**src/rtl/core/dim_sqrt_cell.sv**
```systemverilog
// One digit stage of a pipelined restoring square root
module dim_sqrt_cell #(
  parameter int RW  = 8,
  parameter int XW  = 16,
  parameter int BIT = 0,
  parameter int SW  = 8
) (
  input  logic          clk,
  input  logic          en,
  input  logic [XW-1:0] x_in,
  input  logic [RW-1:0] r_in,
  input  logic [SW-1:0] side_in,
  output logic [XW-1:0] x_out,
  output logic [RW-1:0] r_out,
  output logic [SW-1:0] side_out
);
  logic [XW-1:0] x_r;
  logic [RW-1:0] r_r;
  logic [SW-1:0] side_r;
  logic [RW-1:0] t;
  logic [2*RW-1:0] sq;

  assign t  = r_in | (RW'(1) << BIT);
  assign sq = {{RW{1'b0}}, t} * {{RW{1'b0}}, t};

  always_ff @(posedge clk) begin
    if (en) begin
      x_r    <= x_in;
      side_r <= side_in;
      if ((2*RW >= XW) ? (sq <= (2*RW)'(x_in)) : (XW'(sq) <= x_in)) begin
        r_r <= t;
      end else begin
        r_r <= r_in;
      end
    end
  end

  assign x_out    = x_r;
  assign r_out    = r_r;
  assign side_out = side_r;
endmodule

```
**src/rtl/core/dim_sqrt_chain.sv**
```systemverilog
// Chain of square-root cells, one result bit per cell
module dim_sqrt_chain #(
  parameter int RW = 8,
  parameter int XW = 16,
  parameter int SW = 8
) (
  input  logic          clk,
  input  logic          en,
  input  logic [XW-1:0] x_in,
  input  logic [SW-1:0] side_in,
  output logic [RW-1:0] r_out,
  output logic [SW-1:0] side_out
);
  logic [XW-1:0] x_c [RW+1];
  logic [RW-1:0] r_c [RW+1];
  logic [SW-1:0] s_c [RW+1];

  assign x_c[0] = x_in;
  assign r_c[0] = '0;
  assign s_c[0] = side_in;

  for (genvar i = 0; i < RW; i++) begin : g_cell
    dim_sqrt_cell #(.RW(RW), .XW(XW), .BIT(RW-1-i), .SW(SW)) u_cell (
      .clk(clk), .en(en), .x_in(x_c[i]), .r_in(r_c[i]), .side_in(s_c[i]),
      .x_out(x_c[i+1]), .r_out(r_c[i+1]), .side_out(s_c[i+1])
    );
  end

  assign r_out    = r_c[RW];
  assign side_out = s_c[RW];
endmodule

```
**config.mk**
```make
export PLATFORM = sky130hd
export DESIGN_NAME = dim_sqrt_chain
export DESIGN_NICKNAME = d
export VERILOG_FILES = /design/src/rtl/core/dim_sqrt_cell.sv /design/src/rtl/core/dim_sqrt_chain.sv
export SDC_FILE = /design/constraint.sdc
export NUM_CORES = 1
export LEC_CHECK = 0
export BUFFER_PORTS_ARGS = -buffer_cell sky130_fd_sc_hd__buf_2
export CELL_PAD_IN_SITES_DETAIL_PLACEMENT = 2
export CELL_PAD_IN_SITES_GLOBAL_PLACEMENT = 2
export CORE_ASPECT_RATIO = 1.4
export CORE_MARGIN = 2
export CORE_UTILIZATION = 42
export CTS_BUF_LIST = sky130_fd_sc_hd__clkbuf_16
export CTS_CLUSTER_SIZE = 12
export DETAILED_ROUTE_END_ITERATION = 10
export GPL_TIMING_DRIVEN = 0
export PLACE_DENSITY_LB_ADDON = 0.1
export SLEW_MARGIN = 40
export SYNTH_ARGS = -nofsm -noshare
export SYNTH_HDL_FRONTEND = slang
export SYNTH_SLANG_ARGS = --single-unit
```
**constraint.sdc**
```tcl
create_clock -name clk -period 7.1 [get_ports clk]
set_input_delay 0.355 -clock clk [delete_from_list [all_inputs] [get_ports clk]]
set_output_delay 0.355 -clock clk [all_outputs]
set_load 0.05 [all_outputs]
```
---- Yosys cells after proc, flatten, opt, wreduce, memory -nomap -nowiden ----
Cells that the tools add are included.
word-level totals
  register bits after elaboration ......... 240
cells by class
  mux-type cells .......................... 1
  order comparisons ....................... 8
  multipliers ............................. 7
operators with widths
  operator                count
  $le A16 B16 Y1          7
  $mul A8 B8 Y16          7
  $le A15 B16 Y1 const A  1
  $mux W8                 1

---- Depth between registers and ports, before layout ----
  word-level depth ........................ 2
  gate-level depth with buffers ........... 22
  mapped depth without buffers ............ 22

---- Cells and area by module ----
From an unflattened synthesis, not the netlist that was laid out.
unflattened totals
  cell total of the unflattened synthesis .. 2,294
  area total of the unflattened synthesis .. 23,930.5 um^2
modules (own cells, without submodules)
  module                            sequential area each (um^2)  cells each  times used  area an instance (um^2)
  dim_sqrt_cell (g_cell[0].u_cell)  960.9                        300         1           3,114.2
  dim_sqrt_cell (g_cell[3].u_cell)  960.9                        295         1           3,042.9
  dim_sqrt_cell (g_cell[2].u_cell)  960.9                        291         1           3,034.2
  dim_sqrt_cell (g_cell[4].u_cell)  960.9                        289         1           2,999.1
  dim_sqrt_cell (g_cell[7].u_cell)  960.9                        288         1           2,979.1
  dim_sqrt_cell (g_cell[5].u_cell)  960.9                        284         1           2,936.6
  dim_sqrt_cell (g_cell[1].u_cell)  960.9                        277         1           2,924.1
  dim_sqrt_cell (g_cell[6].u_cell)  960.9                        269         1           2,896.5
  dim_sqrt_chain                    0.0                          1           1           3.8

---- Least setup slack after synthesis ----
Ideal clock, no wire load.
  path type ............................... reg2reg
  start ................................... register g_cell[6].u_cell.r_r[2]
  end ..................................... register g_cell[7].u_cell.r_r[0], data pin
  clock period less this slack ............ 5.132 ns
  required time ........................... 6.924 ns
  arrival ................................. 4.956 ns
  setup time .............................. 0.176 ns
  path buffers ............................ 0
  path slack .............................. 1.968 ns
  cell stages (with the launch flop) ...... 18
  path through ............................ edfxtp_1 -> and2_1 -> fa_1 -> fa_1 -> inv_1 -> fa_1 -> fa_1 -> inv_1 -> ha_1 -> o2111ai_2 -> a31oi_1 -> nor2_1 -> xnor2_1 -> ha_1 -> and2_0 -> a221o_1 -> a221o_1 -> o32ai_1
on the way
  word-level cells in the longest chain between the ends .. 2
ends and longest elaborated chain
  item                    line                 source
  start, declared         dim_sqrt_cell.sv:18  logic [RW-1:0] r_r;
  start signal, assigned  dim_sqrt_cell.sv:31  r_r <= t;
  start signal, assigned  dim_sqrt_cell.sv:33  r_r <= r_in;
  $mul A8 B8 Y16          dim_sqrt_cell.sv:24  assign sq = {{RW{1'b0}}, t} * {{RW{1'b0}}, t};
  $le A16 B16 Y1          dim_sqrt_cell.sv:30  if ((2*RW >= XW) ? (sq <= (2*RW)'(x_in)) : (XW'(sq) <= x_in)) begin
  end signal, assigned    dim_sqrt_cell.sv:31
  end signal, assigned    dim_sqrt_cell.sv:33
  end, declared           dim_sqrt_cell.sv:18
Every way passes these cells.
A chain may end at the register's enable or synchronous reset.

---- Worst setup path after layout ----
  start ................................... register g_cell[6].u_cell.r_r[7]
  end ..................................... register g_cell[7].u_cell.r_r[0], data pin
The elaborated chain is that of the path after synthesis.

==> results by group <==
Clock network
  – Post_cts resized: 0
  – # clock sinks: ~210
  – CTS tree: done
  – CTS buffer count: 24
  – H-tree levels: 1
  – CTS root buffer: clkbuf_16
  – Clock buffer depth: 3
  – Clock slew at reported path FFs: approximately 70 ps
  – Clk_lat worst skew: between 500 and 600 ps

Place
  – RD Place Congestion: roughly 0.73
  – DP HPWL: between 20 and 25 mm
  – # port buffers: 41

Floorplanning
  – Die ar.: ~0.031 mm^2
  – Num rows: 74
  – Ports: 42
  – Starting Density: a little over two fifths
  – Die height: 207 um
  – Core area: between 0.02 and 0.03 mm^2
  – Die X: 149 um

Power and ir drop
  – Sw Share: about 43%
  – Gate power share: 61.3%
  – LEAKAGE: around 0.0062 uW
  – Pwr dens: roughly 500 mW/mm^2
  – Sw power: 3040 uW
  – Reg power frac: a little under a quarter
  – Internal: approximately 4000 uW
  – Peak supply drop: approximately 0.22 mV
  – Clock Power Share: approximately 16%

Timing
  – F_max: about 0.17 GHz
  – Final cycle utilization of the critical path: slightly above 80%
  – Worst-margin pin slew: ~560 ps
  – Max-Slew Margin vs Limit: 62.3%
  – Pins Over Slew Limit: 0
  – Hold_ws: 162 ps
  – Hold Fails Final Rpt: 0
  – Clk_skew: 14.5 ps
  – Setup violations, final: 0
  – Final setup TNS: 0 ps
  – Unrepaired setup endpoints after global routing: false
  – Tmin final: between 5000 and 6000 ps

Synthesis
  – Synth top area share: around 51%
  – Simple-gate share of the synthesized area: under 10%
  – Top-count cell post-synth: edfxtp_1
  – Area leader, netlist: edfxtp_1
  – Area fraction in compound gates after synthesis: under 10%
  – Top FF cell, synth: edfxtp_1
  – Cells after Synth: between 900 and 1000
  – Post-Synth Adder-Cell Area: between 20% and 30%
  – Post-synthesis cell type count: 53
  – Main combinational cell family by area after synthesis: adder cells
  – Yosys warning count: 0
  – Synth Cell Area: 0.0124 mm^2
  – Synth top area cells: edfxtp_1 (51%), ha_1 (16%), fa_1 (8.7%)
  – Most instantiated cells after synthesis: edfxtp_1 (212), inv_1 (179), ha_1 (163)
  – Syn avg cell area: around 13 um^2
  – Sequential cell area fraction in the yosys report: about half
  – Synth Area in XOR/XNOR: approximately 3.8%
  – EDFF count, synth: 212
  – Synth Register Bits: roughly 210
  – Portion of netlist area occupied by mux cells: less than 1%
  – Syn_nets: 1205
  – Ys async rst share: 0%

Route
  – Pre-antenna DRT Iters: 4
  – Vias: approximately 7400
  – Drt via density: 5.13
  – Iter 0 DRT Violations: 222
  – DRT Wirelength: around 29 mm
  – Drt drc: 0
  – Routed Antenna Nets: 0
  – Wirelength per Cell: roughly 20 um

Critical path
  – CP max stage delay: 560 ps
  – Max Fanout on Critical Path: 8
  – Critical Path Start Type: flip-flop
  – CP Data Arrival Time: a little over 6000 ps
  – WP data required: ~7500 ps
  – CP Cell Sequence: inv_1 > nor2_1 > fa_1 > fa_1 > inv_1 > fa_1 > fa_1 > inv_1 > ha_1 > o2111ai_2 > a31oi_1 > nor2_1 > xnor2_1 > ha_1 > and2_0 > a221o_1 > a221o_1 > o32ai_1
  – CP top delay family: adder cells
  – CP max-delay cell: fa_1
  – Most used cell, CP: fa_1
  – WP buf/inv: 3
  – Endpoint class of the critical path: flip-flop
  – WS Path Type: flip-flop to flip-flop

GRT
  – Global route overflow: 0
  – Largest net degree at the start of global routing: 78
  – Global-route wire length before repair: 46.1 mm
  – Total Routing Usage GR: 19.3%
  – Vias in the first global route: around 8600
  – Initial antenna violation count: 0

Worst hold path
  – Worst hold path type: input pin to flip-flop

Cells and area
  – Share of layout cells above drive strength 1: 8.26%
  – Layout area overhead: 13.8%
  – Diode count: 0
  – NumNets Final: approximately 1300

Run status
  – Status: finished, final reports clean

Run
  – Max cap viols: 0
-- path summary, 6_finish.rpt --
| path | from | end | slack (ps) | cells past startpoint |
|---|---|---|---|---|
| hold reg to reg | g_cell[0].u_cell.side_out[5] | g_cell[1].u_cell.side_out[5] | 410 | 0 |
| setup reg to reg | g_cell[6].u_cell.r_out[7] | g_cell[7].u_cell.r_out[0] | 1260 | 18 |
| setup / recovery | g_cell[6].u_cell.r_out[7] | g_cell[7].u_cell.r_out[0] | 1260 | 18 |
| hold / removal | en | g_cell[3].u_cell.r_out[6] | 160 | 1 |
-- metrics by stage --
step / cell area, um^2 / instances / util, % / worst slack (ps) / total power [uW]
2_1_floorplan: 12400 / 962 / - / 1970 / 4780
3_3_place_gp: 13100 / 1383 / 45.0 / 1200 / 5770
3_5_place_dp: 13200 / 1386 / 45.3 / 1140 / 6020
4_1_cts: 14100 / 1446 / 48.5 / 1110 / 7210
5_1_grt: 14100 / 1446 / 48.5 / 889 / 7810
6_report: 14100 / 1446 / 48.5 / 1260 / 7060
-- layer usage --
metal,track usage [%],up-vias,wire (um)
li1,-,3520,-
met1,19.5,3774,9820
met2,40.0,79,17400
met3,2.07,41,586
met4,5.78,0,727
met5,0,-,0
-- kinds of logic (layout without fill, tap and decap cells) --
family / after synthesis / after routing
XOR/XNOR: 54 / 54
AND/OR/NAND/NOR: 174 / 174
multiplexers: 2 / 2
flip-flops: 212 / 212
buffers and inverters: 188 / 292
adder cells (fa/ha/maj): 217 / 217
AO/OA/AOI/OAI: 115 / 115
-- layout by cell type, fill, tap and decap left out, types with 16 or more instances in the layout --
master and instances:
nor2_1 25, ha_1 163, edfxtp_1 212, nand2_1 31, a21oi_1 33, clkbuf_16 24, xnor2_1 43, and2_1 25
inv_1 182, fa_1 54, a21o_1 22, buf_2 41, dlygate4sd3_1 24, o21ai_0 16
-- power by group through the flow --
stage	Combinational (uW)	Sequential, uW	Clock [uW]
CTS	4460	1600	1150
global route	5000	1610	1200
detailed placement	4390	1620	0
finish	4330	1600	1130
global placement	4150	1620	0
floorplan	3170	1610	0
-- flip-flops by register name, summed over array words and instances, names as in the netlist --
name,flops
g_cell.u_cell.r_out,36
g_cell.u_cell.x_out,112
g_cell.u_cell.side_out,64
-- cell type report --
type                            count  area (um^2)
Tap cell                          380          475
Multi-Input combinational cell    562         5320
Fill cell                        2832        15000
Clock inverter                     12         95.1
Inverter                          179          672
Sequential cell                   212         6370
Timing Repair Buffer               68          538
Clock buffer                       24          601
Buffer                              9         36.3
-- what timing repair did --
action	4_1_cts	5_1_grt
setup buffers	0	0
hold endpoints to repair	24	0
hold buffers	24	0
Power figures use the tool's default switching activity.
